$ cat config.mk
export PLATFORM = sky130hd
export DESIGN_NAME = frame_slot_lease_manager_core_flat
export DESIGN_NICKNAME = d
export VERILOG_FILES = /design/src/rtl/core/flsm_pkg.sv /design/src/rtl/core/flsm_if.sv /design/src/rtl/core/flsm_ctrl.sv /design/src/rtl/core/flsm_datapath.sv /design/src/rtl/core/frame_slot_lease_manager_core.sv /design/src/flat_wrapper.sv
export SDC_FILE = /design/constraint.sdc
export NUM_CORES = 1
export LEC_CHECK = 0
export BUFFER_PORTS_ARGS = -buffer_cell sky130_fd_sc_hd__buf_2
export CAP_MARGIN = 10
export CELL_PAD_IN_SITES_DETAIL_PLACEMENT = 1
export CELL_PAD_IN_SITES_GLOBAL_PLACEMENT = 1
export CORE_ASPECT_RATIO = 1.75
export CORE_MARGIN = 3
export CORE_UTILIZATION = 25
export CTS_BUF_LIST = sky130_fd_sc_hd__clkbuf_8 sky130_fd_sc_hd__clkbuf_16
export DETAILED_ROUTE_END_ITERATION = 16
export PLACE_DENSITY_LB_ADDON = 0.05
export SYNTH_ARGS = -nofsm -noshare
export SYNTH_HDL_FRONTEND = slang
export SYNTH_SLANG_ARGS = --single-unit
$ cat constraint.sdc
create_clock -name clk -period 5.3 [get_ports clk]
set_clock_uncertainty 0.2 [all_clocks]
set_input_delay 1.06 -clock clk [delete_from_list [all_inputs] [get_ports clk]]
set_output_delay 1.06 -clock clk [all_outputs]
set_load 0.005 [all_outputs]
$ cat src/rtl/core/flsm_pkg.sv
`timescale 1ns / 1ps
`default_nettype none

package flsm_pkg;

  localparam int SLOTS      = 4;
  localparam int SLOT_W     = (SLOTS > 1) ? $clog2(SLOTS) : 1;
  localparam int CNT_W      = $clog2(SLOTS + 1);
  localparam int KIND_W     = 3;
  localparam int SEQ_W      = 32;
  localparam int LEASE_W    = 32;
  localparam int STAT_W     = 32;
  localparam int DISC_W     = 3;
  localparam int OUT_SLOT_W = 2;
  localparam int SST_W      = 3;

  localparam logic [DISC_W-1:0] DISC_MAX = '1;

  typedef enum logic [1:0] {
    ST_FREE      = 2'd0,
    ST_CAPTURING = 2'd1,
    ST_READY     = 2'd2,
    ST_LEASED    = 2'd3
  } slot_state_t;

  typedef enum logic [KIND_W-1:0] {
    EV_FRAME_START  = 3'd0,
    EV_FRAME_FINISH = 3'd1,
    EV_ACQUIRE      = 3'd2,
    EV_RELEASE      = 3'd3,
    EV_PAUSE        = 3'd4,
    EV_RESUME       = 3'd5,
    EV_START        = 3'd6,
    EV_STOP         = 3'd7
  } event_kind_t;

  typedef enum logic [SST_W-1:0] {
    SS_STOPPED   = 3'd0,
    SS_PAUSED    = 3'd1,
    SS_CAPTURING = 3'd2,
    SS_SYNCING   = 3'd3,
    SS_WAITING   = 3'd4
  } stream_state_t;

  typedef struct packed {
    logic load;
    logic step;
    logic apply;
  } flsm_cmd_t;

  typedef struct packed {
    logic scan_last;
    logic out_free;
  } flsm_sts_t;

endpackage

`default_nettype wire

$ cat src/rtl/core/flsm_if.sv
`timescale 1ns / 1ps
`default_nettype none

interface flsm_in_if
  import flsm_pkg::*;
();
  logic                valid;
  logic                ready;
  logic [KIND_W-1:0]   kind;
  logic [LEASE_W-1:0]  release_lease;
  logic [STAT_W-1:0]   hw_status;

  modport source (output valid, output kind, output release_lease, output hw_status,
                  input ready);
  modport sink (input valid, input kind, input release_lease, input hw_status,
                output ready);
endinterface

interface flsm_out_if
  import flsm_pkg::*;
();
  logic                  valid;
  logic                  ready;
  logic                  ok;
  logic [OUT_SLOT_W-1:0] slot;
  logic [SEQ_W-1:0]      frame_sequence;
  logic [LEASE_W-1:0]    granted_lease;
  logic [DISC_W-1:0]     ready_discarded;
  logic                  busy_drop;
  logic                  frame_held;
  logic [SST_W-1:0]      stream_state;
  logic [STAT_W-1:0]     status_word;

  modport source (output valid, output ok, output slot, output frame_sequence,
                  output granted_lease, output ready_discarded, output busy_drop,
                  output frame_held, output stream_state, output status_word,
                  input ready);
  modport sink (input valid, input ok, input slot, input frame_sequence,
                input granted_lease, input ready_discarded, input busy_drop,
                input frame_held, input stream_state, input status_word,
                output ready);
endinterface

`default_nettype wire

$ cat src/rtl/core/flsm_ctrl.sv
`timescale 1ns / 1ps
`default_nettype none

module flsm_ctrl
  import flsm_pkg::*;
(
  input  wire            clk,
  input  wire            rst_n,
  input  wire            in_valid,
  output logic           in_ready,
  input  wire flsm_sts_t sts,
  output flsm_cmd_t      cmd
);

  typedef enum logic [1:0] {
    C_IDLE,
    C_SCAN,
    C_WAIT
  } ctrl_state_t;

  ctrl_state_t state_r, state_nxt;

  always_comb begin
    in_ready  = (state_r == C_IDLE);
    cmd.load  = in_valid && in_ready;
    cmd.step  = (state_r == C_SCAN);
    cmd.apply = (state_r == C_WAIT) && sts.out_free;
    state_nxt = state_r;
    unique case (state_r)
      C_IDLE: begin
        if (cmd.load) state_nxt = C_SCAN;
      end
      C_SCAN: begin
        if (sts.scan_last) state_nxt = C_WAIT;
      end
      C_WAIT: begin
        if (sts.out_free) state_nxt = C_IDLE;
      end
      default: state_nxt = C_IDLE;
    endcase
  end

  always_ff @(posedge clk) begin
    if (!rst_n) begin
      state_r <= C_IDLE;
    end else begin
      state_r <= state_nxt;
    end
  end

  a_scan_length: assert property (@(posedge clk) disable iff (!rst_n)
    cmd.load |-> ##(SLOTS + 1) (state_r == C_WAIT))
    else $error("Scan did not end after one pass over the slots.");

  a_blocked_during_scan: assert property (@(posedge clk) disable iff (!rst_n)
    cmd.load |-> ##(SLOTS + 1) !in_ready)
    else $error("A new transfer was possible before the event was applied.");

endmodule

`default_nettype wire

$ cat src/rtl/core/flsm_datapath.sv
`timescale 1ns / 1ps
`default_nettype none

module flsm_datapath
  import flsm_pkg::*;
(
  input  wire                        clk,
  input  wire                        rst_n,
  input  wire flsm_cmd_t             cmd,
  output flsm_sts_t                  sts,
  input  wire logic [KIND_W-1:0]     in_kind,
  input  wire logic [LEASE_W-1:0]    in_release_lease,
  input  wire logic [STAT_W-1:0]     in_hw_status,
  input  wire                        out_ready,
  output logic                       out_valid,
  output logic                       out_ok,
  output logic [OUT_SLOT_W-1:0]      out_slot,
  output logic [SEQ_W-1:0]           out_frame_sequence,
  output logic [LEASE_W-1:0]         out_granted_lease,
  output logic [DISC_W-1:0]          out_ready_discarded,
  output logic                       out_busy_drop,
  output logic                       out_frame_held,
  output logic [SST_W-1:0]           out_stream_state,
  output logic [STAT_W-1:0]          out_status_word
);

  slot_state_t          status_r [SLOTS];
  slot_state_t          status_nxt [SLOTS];
  logic [SEQ_W-1:0]     seq_r [SLOTS];
  logic [SEQ_W-1:0]     seq_nxt [SLOTS];
  logic [LEASE_W-1:0]   owner_r [SLOTS];
  logic [LEASE_W-1:0]   owner_nxt [SLOTS];

  logic                 running_r, running_nxt;
  logic                 paused_r, paused_nxt;
  logic                 sync_r, sync_nxt;
  logic                 cap_act_r, cap_act_nxt;
  logic [SLOT_W-1:0]    cap_idx_r, cap_idx_nxt;
  logic [SEQ_W-1:0]     seq_cnt_r, seq_cnt_nxt;
  logic [LEASE_W-1:0]   lease_cnt_r, lease_cnt_nxt;
  logic [STAT_W-1:0]    last_r, last_nxt;

  event_kind_t          kind_r, kind_nxt;
  logic [LEASE_W-1:0]   rel_r, rel_nxt;
  logic [STAT_W-1:0]    hw_r, hw_nxt;
  logic [SLOT_W-1:0]    sidx_r, sidx_nxt;
  logic [SLOT_W-1:0]    pick_r, pick_nxt;
  logic                 pick_vld_r, pick_vld_nxt;
  logic                 free_found_r, free_found_nxt;
  logic                 hit_r, hit_nxt;
  logic                 capt_ok_r, capt_ok_nxt;
  logic [SEQ_W-1:0]     best_r, best_nxt;
  logic [CNT_W-1:0]     rdy_cnt_r, rdy_cnt_nxt;

  logic                 out_valid_r, out_valid_nxt;
  logic                 ok_r, ok_nxt;
  logic [OUT_SLOT_W-1:0] slot_r, slot_nxt;
  logic [SEQ_W-1:0]     fseq_r, fseq_nxt;
  logic [LEASE_W-1:0]   glease_r, glease_nxt;
  logic [DISC_W-1:0]    disc_r, disc_nxt;
  logic                 busy_r, busy_nxt;
  logic                 have_r, have_nxt;
  logic [SST_W-1:0]     sst_r, sst_nxt;

  slot_state_t          st_s;
  logic [SEQ_W-1:0]     sq_s;
  logic [LEASE_W-1:0]   ow_s;
  logic [SLOTS-1:0]     capt_vec;
  logic [SLOTS-1:0]     used_vec;

  assign st_s = status_r[sidx_r];
  assign sq_s = seq_r[sidx_r];
  assign ow_s = owner_r[sidx_r];

  assign sts = '{scan_last: (sidx_r == SLOT_W'(SLOTS - 1)),
                 out_free:  (!out_valid_r || out_ready)};

  always_comb begin
    logic                 r_ok;
    logic [SLOT_W-1:0]    r_slot;
    logic [SEQ_W-1:0]     r_fseq;
    logic [LEASE_W-1:0]   r_lease;
    logic [CNT_W-1:0]     r_disc;
    logic                 r_busy;
    logic                 r_have;
    logic [SEQ_W-1:0]     seq_inc;
    logic [LEASE_W-1:0]   lease_inc;
    logic [LEASE_W-1:0]   lease_new;
    stream_state_t        r_sst;

    status_nxt     = status_r;
    seq_nxt        = seq_r;
    owner_nxt      = owner_r;
    running_nxt    = running_r;
    paused_nxt     = paused_r;
    sync_nxt       = sync_r;
    cap_act_nxt    = cap_act_r;
    cap_idx_nxt    = cap_idx_r;
    seq_cnt_nxt    = seq_cnt_r;
    lease_cnt_nxt  = lease_cnt_r;
    last_nxt       = last_r;
    kind_nxt       = kind_r;
    rel_nxt        = rel_r;
    hw_nxt         = hw_r;
    sidx_nxt       = sidx_r;
    pick_nxt       = pick_r;
    pick_vld_nxt   = pick_vld_r;
    free_found_nxt = free_found_r;
    hit_nxt        = hit_r;
    capt_ok_nxt    = capt_ok_r;
    best_nxt       = best_r;
    rdy_cnt_nxt    = rdy_cnt_r;
    out_valid_nxt  = out_valid_r;
    ok_nxt         = ok_r;
    slot_nxt       = slot_r;
    fseq_nxt       = fseq_r;
    glease_nxt     = glease_r;
    disc_nxt       = disc_r;
    busy_nxt       = busy_r;
    have_nxt       = have_r;
    sst_nxt        = sst_r;

    r_ok      = 1'b0;
    r_slot    = '0;
    r_fseq    = '0;
    r_lease   = '0;
    r_disc    = '0;
    r_busy    = 1'b0;
    r_have    = 1'b0;
    r_sst     = SS_STOPPED;
    seq_inc   = seq_cnt_r + SEQ_W'(1);
    lease_inc = lease_cnt_r + LEASE_W'(1);
    lease_new = (lease_inc == '0) ? LEASE_W'(1) : lease_inc;

    if (cmd.load) begin
      kind_nxt       = event_kind_t'(in_kind);
      rel_nxt        = in_release_lease;
      hw_nxt         = in_hw_status;
      sidx_nxt       = '0;
      pick_nxt       = '0;
      pick_vld_nxt   = 1'b0;
      free_found_nxt = 1'b0;
      hit_nxt        = 1'b0;
      capt_ok_nxt    = 1'b0;
      best_nxt       = '0;
      rdy_cnt_nxt    = '0;
    end

    if (cmd.step) begin
      sidx_nxt = sidx_r + SLOT_W'(1);
      if (st_s == ST_READY) rdy_cnt_nxt = rdy_cnt_r + CNT_W'(1);
      if (sidx_r == cap_idx_r && st_s == ST_CAPTURING) capt_ok_nxt = 1'b1;
      priority if (kind_r == EV_FRAME_START) begin
        // The first free slot ends the search; otherwise the oldest ready frame wins.
        if (!free_found_r) begin
          if (st_s == ST_FREE) begin
            pick_nxt       = sidx_r;
            pick_vld_nxt   = 1'b1;
            free_found_nxt = 1'b1;
          end else if (st_s == ST_READY && (!pick_vld_r || sq_s < best_r)) begin
            pick_nxt     = sidx_r;
            pick_vld_nxt = 1'b1;
            best_nxt     = sq_s;
          end
        end
      end else if (kind_r == EV_ACQUIRE) begin
        if (st_s == ST_READY && (!pick_vld_r || sq_s > best_r)) begin
          pick_nxt     = sidx_r;
          pick_vld_nxt = 1'b1;
          best_nxt     = sq_s;
        end
      end else if (kind_r == EV_RELEASE) begin
        if (!hit_r && st_s == ST_LEASED && ow_s == rel_r) begin
          pick_nxt = sidx_r;
          hit_nxt  = 1'b1;
        end
      end else begin
      end
    end

    if (cmd.apply) begin
      unique case (kind_r)
        EV_FRAME_START: begin
          last_nxt = hw_r;
          if (running_r && !paused_r && !cap_act_r) begin
            if (sync_r) begin
              sync_nxt = 1'b0;
            end else if (!pick_vld_r) begin
              r_busy = 1'b1;
            end else begin
              if (!free_found_r) r_disc = CNT_W'(1);
              status_nxt[pick_r] = ST_CAPTURING;
              cap_act_nxt        = 1'b1;
              cap_idx_nxt        = pick_r;
              r_ok               = 1'b1;
              r_slot             = pick_r;
            end
          end
        end
        EV_FRAME_FINISH: begin
          last_nxt = hw_r;
          if (cap_act_r && capt_ok_r) begin
            seq_cnt_nxt           = seq_inc;
            seq_nxt[cap_idx_r]    = seq_inc;
            status_nxt[cap_idx_r] = ST_READY;
            r_ok                  = 1'b1;
            r_slot                = cap_idx_r;
            r_fseq                = seq_inc;
            cap_act_nxt           = 1'b0;
            cap_idx_nxt           = '0;
          end
        end
        EV_ACQUIRE: begin
          if (running_r && pick_vld_r) begin
            for (int j = 0; j < SLOTS; j++) begin
              if (status_r[j] == ST_READY && SLOT_W'(j) != pick_r) status_nxt[j] = ST_FREE;
            end
            r_disc             = rdy_cnt_r - CNT_W'(1);
            lease_cnt_nxt      = lease_new;
            owner_nxt[pick_r]  = lease_new;
            status_nxt[pick_r] = ST_LEASED;
            r_ok               = 1'b1;
            r_slot             = pick_r;
            r_fseq             = best_r;
            r_lease            = lease_new;
          end
        end
        EV_RELEASE: begin
          if (rel_r != '0 && running_r && hit_r) begin
            owner_nxt[pick_r]  = '0;
            status_nxt[pick_r] = ST_FREE;
            r_ok               = 1'b1;
          end
        end
        EV_PAUSE: begin
          if (running_r) paused_nxt = 1'b1;
        end
        EV_RESUME: begin
          if (running_r) begin
            for (int j = 0; j < SLOTS; j++) begin
              if (status_r[j] == ST_READY) status_nxt[j] = ST_FREE;
            end
            r_disc     = rdy_cnt_r;
            paused_nxt = 1'b0;
            sync_nxt   = 1'b1;
          end
        end
        EV_START: begin
          for (int j = 0; j < SLOTS; j++) begin
            status_nxt[j] = ST_FREE;
            owner_nxt[j]  = '0;
            seq_nxt[j]    = '0;
          end
          running_nxt   = 1'b1;
          paused_nxt    = 1'b0;
          sync_nxt      = 1'b1;
          cap_act_nxt   = 1'b0;
          cap_idx_nxt   = '0;
          seq_cnt_nxt   = '0;
          lease_cnt_nxt = '0;
          last_nxt      = hw_r;
          r_ok          = 1'b1;
        end
        EV_STOP: begin
          for (int j = 0; j < SLOTS; j++) begin
            status_nxt[j] = ST_FREE;
            owner_nxt[j]  = '0;
          end
          running_nxt = 1'b0;
          paused_nxt  = 1'b1;
          sync_nxt    = 1'b1;
          cap_act_nxt = 1'b0;
          cap_idx_nxt = '0;
        end
        default: begin
        end
      endcase

      for (int j = 0; j < SLOTS; j++) begin
        if (status_nxt[j] == ST_READY || status_nxt[j] == ST_LEASED) r_have = 1'b1;
      end
      r_have = r_have && running_nxt;

      priority if (!running_nxt) r_sst = SS_STOPPED;
      else if (paused_nxt)       r_sst = SS_PAUSED;
      else if (cap_act_nxt)      r_sst = SS_CAPTURING;
      else if (sync_nxt)         r_sst = SS_SYNCING;
      else                       r_sst = SS_WAITING;

      out_valid_nxt = 1'b1;
      ok_nxt        = r_ok;
      slot_nxt      = OUT_SLOT_W'(r_slot);
      fseq_nxt      = r_fseq;
      glease_nxt    = r_lease;
      disc_nxt      = (r_disc > CNT_W'(DISC_MAX)) ? DISC_MAX : DISC_W'(r_disc);
      busy_nxt      = r_busy;
      have_nxt      = r_have;
      sst_nxt       = r_sst;
    end else if (out_ready) begin
      out_valid_nxt = 1'b0;
    end
  end

  always_ff @(posedge clk) begin
    if (!rst_n) begin
      for (int j = 0; j < SLOTS; j++) begin
        status_r[j] <= ST_FREE;
        seq_r[j]    <= '0;
        owner_r[j]  <= '0;
      end
      running_r    <= 1'b0;
      paused_r     <= 1'b0;
      sync_r       <= 1'b0;
      cap_act_r    <= 1'b0;
      cap_idx_r    <= '0;
      seq_cnt_r    <= '0;
      lease_cnt_r  <= '0;
      last_r       <= '0;
      sidx_r       <= '0;
      pick_vld_r   <= 1'b0;
      free_found_r <= 1'b0;
      hit_r        <= 1'b0;
      capt_ok_r    <= 1'b0;
      rdy_cnt_r    <= '0;
      out_valid_r  <= 1'b0;
    end else begin
      status_r     <= status_nxt;
      seq_r        <= seq_nxt;
      owner_r      <= owner_nxt;
      running_r    <= running_nxt;
      paused_r     <= paused_nxt;
      sync_r       <= sync_nxt;
      cap_act_r    <= cap_act_nxt;
      cap_idx_r    <= cap_idx_nxt;
      seq_cnt_r    <= seq_cnt_nxt;
      lease_cnt_r  <= lease_cnt_nxt;
      last_r       <= last_nxt;
      sidx_r       <= sidx_nxt;
      pick_vld_r   <= pick_vld_nxt;
      free_found_r <= free_found_nxt;
      hit_r        <= hit_nxt;
      capt_ok_r    <= capt_ok_nxt;
      rdy_cnt_r    <= rdy_cnt_nxt;
      out_valid_r  <= out_valid_nxt;
    end
  end

  always_ff @(posedge clk) begin
    kind_r   <= kind_nxt;
    rel_r    <= rel_nxt;
    hw_r     <= hw_nxt;
    pick_r   <= pick_nxt;
    best_r   <= best_nxt;
    ok_r     <= ok_nxt;
    slot_r   <= slot_nxt;
    fseq_r   <= fseq_nxt;
    glease_r <= glease_nxt;
    disc_r   <= disc_nxt;
    busy_r   <= busy_nxt;
    have_r   <= have_nxt;
    sst_r    <= sst_nxt;
  end

  assign out_valid           = out_valid_r;
  assign out_ok              = ok_r;
  assign out_slot            = slot_r;
  assign out_frame_sequence  = fseq_r;
  assign out_granted_lease   = glease_r;
  assign out_ready_discarded = disc_r;
  assign out_busy_drop       = busy_r;
  assign out_frame_held      = have_r;
  assign out_stream_state    = sst_r;
  assign out_status_word     = last_r;

  always_comb begin
    for (int j = 0; j < SLOTS; j++) begin
      capt_vec[j] = (status_r[j] == ST_CAPTURING);
      used_vec[j] = (status_r[j] != ST_FREE);
    end
  end

  a_capture_slot: assert property (@(posedge clk) disable iff (!rst_n)
    cap_act_r |-> (status_r[cap_idx_r] == ST_CAPTURING))
    else $error("Active capture does not point at a capturing slot.");

  a_single_capture: assert property (@(posedge clk) disable iff (!rst_n)
    (cap_act_r && $onehot(capt_vec)) || (!cap_act_r && capt_vec == '0))
    else $error("Capturing slots disagree with the capture flag.");

  a_stopped_free: assert property (@(posedge clk) disable iff (!rst_n)
    !running_r |-> (used_vec == '0))
    else $error("A slot is in use while the stream is stopped.");

endmodule

`default_nettype wire

$ cat src/rtl/core/frame_slot_lease_manager_core.sv
// Channel  | Direction | Transfer when        | Payload
// in_ch    | input     | valid and ready high | kind, release_lease, hw_status
// out_ch   | output    | valid and ready high | ok, slot, frame_sequence, granted_lease,
//          |           |                      | ready_discarded, busy_drop, frame_held,
//          |           |                      | stream_state, status_word
//
// Each event goes through these steps in order: the input transfer is taken,
// every slot of the slot table is scanned, and the event is applied.
// The scan reads one slot per cycle.
// Reset is synchronous and active low; all slots come out free and the stream stopped.
// A result waits in the output register while the next event is taken and scanned;
// only the apply step stalls until that register has been emptied.
`timescale 1ns / 1ps
`default_nettype none

module frame_slot_lease_manager_core
  import flsm_pkg::*;
(
  input wire          clk,
  input wire          rst_n,
  flsm_in_if.sink     in_ch,
  flsm_out_if.source  out_ch
);

  flsm_cmd_t cmd;
  flsm_sts_t sts;

  flsm_ctrl u_ctrl (
    .clk      (clk),
    .rst_n    (rst_n),
    .in_valid (in_ch.valid),
    .in_ready (in_ch.ready),
    .sts      (sts),
    .cmd      (cmd)
  );

  flsm_datapath u_datapath (
    .clk                 (clk),
    .rst_n               (rst_n),
    .cmd                 (cmd),
    .sts                 (sts),
    .in_kind             (in_ch.kind),
    .in_release_lease    (in_ch.release_lease),
    .in_hw_status        (in_ch.hw_status),
    .out_ready           (out_ch.ready),
    .out_valid           (out_ch.valid),
    .out_ok              (out_ch.ok),
    .out_slot            (out_ch.slot),
    .out_frame_sequence  (out_ch.frame_sequence),
    .out_granted_lease   (out_ch.granted_lease),
    .out_ready_discarded (out_ch.ready_discarded),
    .out_busy_drop       (out_ch.busy_drop),
    .out_frame_held      (out_ch.frame_held),
    .out_stream_state    (out_ch.stream_state),
    .out_status_word     (out_ch.status_word)
  );

endmodule

`default_nettype wire
$ cat src/flat_wrapper.sv
// flat-port wrapper written by rule: the top's interface ports become plain ports
module frame_slot_lease_manager_core_flat import flsm_pkg::*;
  (clk, rst_n, in_ch_valid, in_ch_kind, in_ch_release_lease, in_ch_hw_status, in_ch_ready, out_ch_valid, out_ch_ok, out_ch_slot, out_ch_frame_sequence, out_ch_granted_lease, out_ch_ready_discarded, out_ch_busy_drop, out_ch_frame_held, out_ch_stream_state, out_ch_status_word, out_ch_ready);
  flsm_in_if in_ch_i ();
  flsm_out_if out_ch_i ();
  input wire clk;
  input wire rst_n;
  input wire logic [$bits(in_ch_i.valid)-1:0] in_ch_valid;
  input wire logic [$bits(in_ch_i.kind)-1:0] in_ch_kind;
  input wire logic [$bits(in_ch_i.release_lease)-1:0] in_ch_release_lease;
  input wire logic [$bits(in_ch_i.hw_status)-1:0] in_ch_hw_status;
  output wire logic [$bits(in_ch_i.ready)-1:0] in_ch_ready;
  output wire logic [$bits(out_ch_i.valid)-1:0] out_ch_valid;
  output wire logic [$bits(out_ch_i.ok)-1:0] out_ch_ok;
  output wire logic [$bits(out_ch_i.slot)-1:0] out_ch_slot;
  output wire logic [$bits(out_ch_i.frame_sequence)-1:0] out_ch_frame_sequence;
  output wire logic [$bits(out_ch_i.granted_lease)-1:0] out_ch_granted_lease;
  output wire logic [$bits(out_ch_i.ready_discarded)-1:0] out_ch_ready_discarded;
  output wire logic [$bits(out_ch_i.busy_drop)-1:0] out_ch_busy_drop;
  output wire logic [$bits(out_ch_i.frame_held)-1:0] out_ch_frame_held;
  output wire logic [$bits(out_ch_i.stream_state)-1:0] out_ch_stream_state;
  output wire logic [$bits(out_ch_i.status_word)-1:0] out_ch_status_word;
  input wire logic [$bits(out_ch_i.ready)-1:0] out_ch_ready;
  assign in_ch_i.valid = in_ch_valid;
  assign in_ch_i.kind = in_ch_kind;
  assign in_ch_i.release_lease = in_ch_release_lease;
  assign in_ch_i.hw_status = in_ch_hw_status;
  assign in_ch_ready = in_ch_i.ready;
  assign out_ch_valid = out_ch_i.valid;
  assign out_ch_ok = out_ch_i.ok;
  assign out_ch_slot = out_ch_i.slot;
  assign out_ch_frame_sequence = out_ch_i.frame_sequence;
  assign out_ch_granted_lease = out_ch_i.granted_lease;
  assign out_ch_ready_discarded = out_ch_i.ready_discarded;
  assign out_ch_busy_drop = out_ch_i.busy_drop;
  assign out_ch_frame_held = out_ch_i.frame_held;
  assign out_ch_stream_state = out_ch_i.stream_state;
  assign out_ch_status_word = out_ch_i.status_word;
  assign out_ch_i.ready = out_ch_ready;
  frame_slot_lease_manager_core u_core (.clk(clk), .rst_n(rst_n), .in_ch(in_ch_i), .out_ch(out_ch_i));
endmodule
==> impl_metrics.prom <==
# TYPE chip_impl_metric gauge
chip_impl_info{name="status",value="complete, no violations"} 1
chip_impl_metric{name="grt_remaining_overflow",unit=""} 0
chip_impl_metric{name="yosysTopAreaCellShare",unit="%"} 34.1
chip_impl_metric{name="yosysWarningCount",unit=""} 0
chip_impl_metric{name="cts.reportedPaths.clkPinSlew",unit="ns"} 0.06
chip_impl_metric{name="flops_latches_synth",unit=""} 554
chip_impl_metric{name="finalWorstSetupSlack",unit="ns"} 0.966
chip_impl_metric{name="io-pin-count",unit=""} 180
chip_impl_info{name="crit_path_end_kind",value="flop"} 1
chip_impl_metric{name="final_antenna_net_count",unit=""} 0
chip_impl_info{name="hold_start",value="u_core.u_datapath.out_status_word[20]$_SDFFE_PN0P_"} 1
chip_impl_metric{name="worstPathRequired",unit="ns"} 5.62
chip_impl_metric{name="horizontal_die_dimension",unit="µm"} 241
chip_impl_metric{name="drv_slew",unit=""} 0
chip_impl_info{name="critical_path.startpoint_type",value="flop"} 1
chip_impl_info{name="r2r-end",value="u_core.u_datapath.best_r[7]$_DFF_P_"} 1
chip_impl_metric{name="yosysUniqueCellTypes",unit=""} 71
chip_impl_metric{name="total_leakage_power",unit="nW"} 10.1
chip_impl_metric{name="postSynthAreaPerCell",unit="µm²"} 9.97
chip_impl_metric{name="number_of_global_route_vias_before_repair",unit=""} 20900
chip_impl_metric{name="htreeDepth",unit=""} 2
chip_impl_info{name="post_synth_most_frequent_cells",value="412 x dfxtp_1, 377 x nor2_1, 221 x a22oi_1"} 1
chip_impl_metric{name="wire_length_of_the_first_global_routing_pass",unit="µm"} 139000
chip_impl_metric{name="fillerInstances",unit=""} 10800
chip_impl_metric{name="final-hold-violation-count",unit=""} 0
chip_impl_metric{name="design.final.nets",unit=""} 2645
chip_impl_metric{name="place_hpwl",unit="µm"} 64700
chip_impl_metric{name="fp.coreArea",unit="mm²"} 0.0957
chip_impl_metric{name="number_of_enable_flip_flop_cells_after_synthesis",unit=""} 142
chip_impl_metric{name="cts-root-to-sink-buffers",unit=""} 3
chip_impl_metric{name="r2r_slack",unit="ns"} 0.97
chip_impl_metric{name="post_cts_resized",unit=""} 0
chip_impl_metric{name="synth_compound_gate_area_share",unit="%"} 14.8
chip_impl_metric{name="timing.final.setup_violations",unit=""} 0
chip_impl_metric{name="clock.fmax",unit="GHz"} 0.231
chip_impl_metric{name="r2r.worst_path.cells",unit=""} 10
chip_impl_metric{name="ys_async_sr_fraction",unit="%"} 0
chip_impl_info{name="cts_tree",value="done"} 1
chip_impl_metric{name="syn_inst",unit=""} 2424
chip_impl_metric{name="gr-usage-all-layers",unit="%"} 18.6
chip_impl_metric{name="synth_fp_nets",unit=""} 2532
chip_impl_metric{name="synthAdderAreaFrac",unit="%"} 1.92
chip_impl_metric{name="worstPathArrival",unit="ns"} 4.66
chip_impl_metric{name="hold-path-cell-count",unit=""} 2
chip_impl_info{name="synth_top_family_by_area",value="simple AND/OR/NAND/NOR gates"} 1
chip_impl_metric{name="tightest_slew",unit="ns"} 1.04
chip_impl_metric{name="synth.mux.area_fraction",unit="%"} 7.84
chip_impl_metric{name="floorplan.die_area",unit="mm²"} 0.101
chip_impl_metric{name="core_occupancy_in_the_finished_layout",unit="%"} 29.7
chip_impl_metric{name="die_y",unit="µm"} 417
chip_impl_metric{name="worstPathMaxFanout",unit=""} 32
chip_impl_metric{name="grt_antenna_before_repair",unit=""} 4
chip_impl_metric{name="grt_max_degree",unit=""} 140
chip_impl_metric{name="totalNegativeSetupSlack",unit="ns"} 0
chip_impl_info{name="r2r_start",value="u_core.u_datapath.sidx_r[0]$_SDFFE_PN0P_"} 1
chip_impl_metric{name="insertion_delay",unit="ns"} 0.65
chip_impl_info{name="yosysTopAreaCell",value="dfxtp_1"} 1
chip_impl_metric{name="dr.first_iter.drc_count",unit=""} 975
chip_impl_metric{name="route.detailed.wl_per_inst",unit="µm"} 24.8
chip_impl_info{name="hold_class",value="reg -> reg"} 1
chip_impl_metric{name="power_density",unit="mW/mm²"} 314
chip_impl_metric{name="yosys.area_share.simple",unit="%"} 16.3
chip_impl_metric{name="yosys.area_share.xor_xnor",unit="%"} 3.59
chip_impl_info{name="worst-setup-path-type",value="reg -> reg"} 1
chip_impl_metric{name="drive_gt1_share",unit="%"} 16.7
chip_impl_info{name="buffer_type_at_the_clock_tree_root",value="clkbuf_16"} 1
chip_impl_info{name="grt_setup_unrepaired",value="false"} 1
chip_impl_metric{name="drt-total-wl",unit="µm"} 94200
chip_impl_metric{name="drt_first_pass_iters",unit=""} 7
chip_impl_metric{name="initial_utilization",unit="%"} 25.2
chip_impl_metric{name="worst_ir_drop_vdd",unit="mV"} 0.245
chip_impl_metric{name="gp_routability_congestion",unit=""} 0.786
chip_impl_metric{name="maxSlewHeadroom",unit="%"} 28.6
chip_impl_metric{name="post_synthesis_cell_area",unit="mm²"} 0.0242
chip_impl_metric{name="final.period_utilization",unit="%"} 81.8
chip_impl_metric{name="fin_crit",unit="ns"} 4.33
chip_impl_metric{name="postCtsSetupBuffers",unit=""} 0
chip_impl_info{name="synth_top_cells_by_area",value="dfxtp_1 34%, edfxtp_1 18%, a22oi_1 6.9%"} 1
chip_impl_metric{name="route.detailed.drc",unit=""} 0
chip_impl_metric{name="row_count",unit=""} 150
chip_impl_info{name="whs_endpoint",value="u_core.u_datapath.out_status_word[20]$_SDFFE_PN0P_"} 1
chip_impl_info{name="yosys.cell_count.top_type",value="dfxtp_1"} 1
chip_impl_info{name="dominantRegCellSynth",value="dfxtp_1"} 1
chip_impl_metric{name="synth_seq_area_share",unit="%"} 51.8
chip_impl_metric{name="detail_route.vias_per_cell",unit=""} 5.11
chip_impl_metric{name="pre_cts_ws",unit="ns"} 0.870
chip_impl_metric{name="cts_hold_repair.buffers",unit=""} 0
chip_impl_metric{name="drv_cap",unit=""} 0
chip_impl_metric{name="tritoncts_num_sinks",unit=""} 554
chip_impl_metric{name="cts_inserted_buffers",unit=""} 58
chip_impl_metric{name="buffer_ports.inserted",unit=""} 179
chip_impl_metric{name="routed-via-count",unit=""} 19400
chip_impl_metric{name="area_delta_synth_final",unit="%"} 17.8
[worst max-delay path by stage]
stage | startpoint | to | depth (start not counted)
2_1_floorplan | u_core.u_datapath.sidx_r[0]$_SDFFE_PN0P_ | u_core.u_datapath.best_r[25]$_DFF_P_ | 14
3_3_place_gp | u_core.u_datapath.sidx_r[0]$_SDFFE_PN0P_ | u_core.u_datapath.best_r[14]$_DFF_P_ | 11
3_5_place_dp | u_core.u_datapath.sidx_r[0]$_SDFFE_PN0P_ | u_core.u_datapath.best_r[8]$_DFF_P_ | 11
4_1_cts | u_core.u_datapath.sidx_r[0]$_SDFFE_PN0P_ | u_core.u_datapath.best_r[27]$_DFF_P_ | 11
5_1_grt | u_core.u_datapath.sidx_r[0]$_SDFFE_PN0P_ | u_core.u_datapath.best_r[22]$_DFF_P_ | 11
6_report | u_core.u_datapath.sidx_r[0]$_SDFFE_PN0P_ | u_core.u_datapath.best_r[7]$_DFF_P_ | 10
[flip-flops by register name (all words and copies together) (netlist names), 3 cells and up]
register	flops
u_core.u_datapath.rdy_cnt_r	3
u_core.u_datapath.seq_cnt_r	32
u_core.u_datapath.out_stream_state	3
u_core.u_datapath.out_frame_sequence	32
u_core.u_datapath.lease_cnt_r	32
u_core.u_datapath.seq_r	128
u_core.u_datapath.kind_r	3
u_core.u_datapath.best_r	32
u_core.u_datapath.out_status_word	32
u_core.u_datapath.rel_r	32
u_core.u_datapath.owner_r	128
u_core.u_datapath.out_ready_discarded	3
u_core.u_datapath.status_r	8
u_core.u_datapath.out_granted_lease	32
u_core.u_datapath.hw_r	32
[critical path: stages (launching register included)]
cell     delay, ns
dfxtp_4       0.37
buf_12        0.25
mux4_2        0.56
ha_1          0.34
nand4_1       0.22
nor4_1        0.70
o31ai_1       0.26
a41o_1        0.32
a211o_1       0.27
buf_4         0.30
mux2_1        0.39
[cell type report]
class / instances / area (µm²) / area share (%)
multi-input cells: 1642 / 10900 / 38.3
repair buffers: 233 / 1370 / 4.82
diodes: 1 / 2.50 / 0.00879
flip-flops and latches: 554 / 12500 / 44.0
inverters: 48 / 193 / 0.677
clock buffers: 68 / 1610 / 5.66
well taps: 1216 / 1520 / 5.35
clock inverters: 42 / 353 / 1.24
[power by group]
| part | switching, mW | internal [mW] | total, mW |
|---|---|---|---|
| logic | 0.185 | 0.0808 | 0.265 |
| clock network | 1.87 | 2.41 | 4.28 |
| registers | 0.0275 | 4.36 | 4.39 |
| total | 2.08 | 6.85 | 8.93 |
[through the flow]
step | hold WS (ns) | instances | instance area [µm²] | power, mW
2_1_floorplan | 0.238 | 2424 | 24200 | 4.63
3_3_place_gp | 0.241 | 3691 | 26500 | 4.76
3_5_place_dp | 0.245 | 3691 | 26500 | 4.76
4_1_cts | 0.255 | 3801 | 28400 | 9.11
5_1_grt | 0.270 | 3804 | 28500 | 9.29
6_report | 0.251 | 3804 | 28500 | 8.93
[cell families after synthesis]
kind of cell,count (synthesis)
AND/OR/NAND/NOR,863
buffers and inverters,228
AO/OA/AOI/OAI,540
XOR/XNOR,99
adder cells (fa/ha/maj),37
flip-flops,554
multiplexers,103
[metal layers]
metal / up-vias / wire length (µm) / track usage, %
li1: 8988 / - / -
met1: 9885 / 34400 / 19.3
met2: 393 / 52500 / 36.3
met3: 176 / 2810 / 2.32
met4: 0 / 4520 / 8.21
met5: - / 0 / 0
[cells in the final DEF, fill, tap and decap left out, types with 47 or more instances in the layout]
cell       Yosys  final
dfxtp_1      412    410
nor2_1       377    374
a22oi_1      221    221
nand2_1      193    193
buf_2         14    181
edfxtp_1     142    142
a21oi_1      118    118
nand3_1       80     80
o21ai_0       79     79
xnor2_1       77     77
mux4_2        66     66
clkbuf_16      0     60
inv_1         47     56
and2_1        47     47
(Power assumes the default switching activity.)
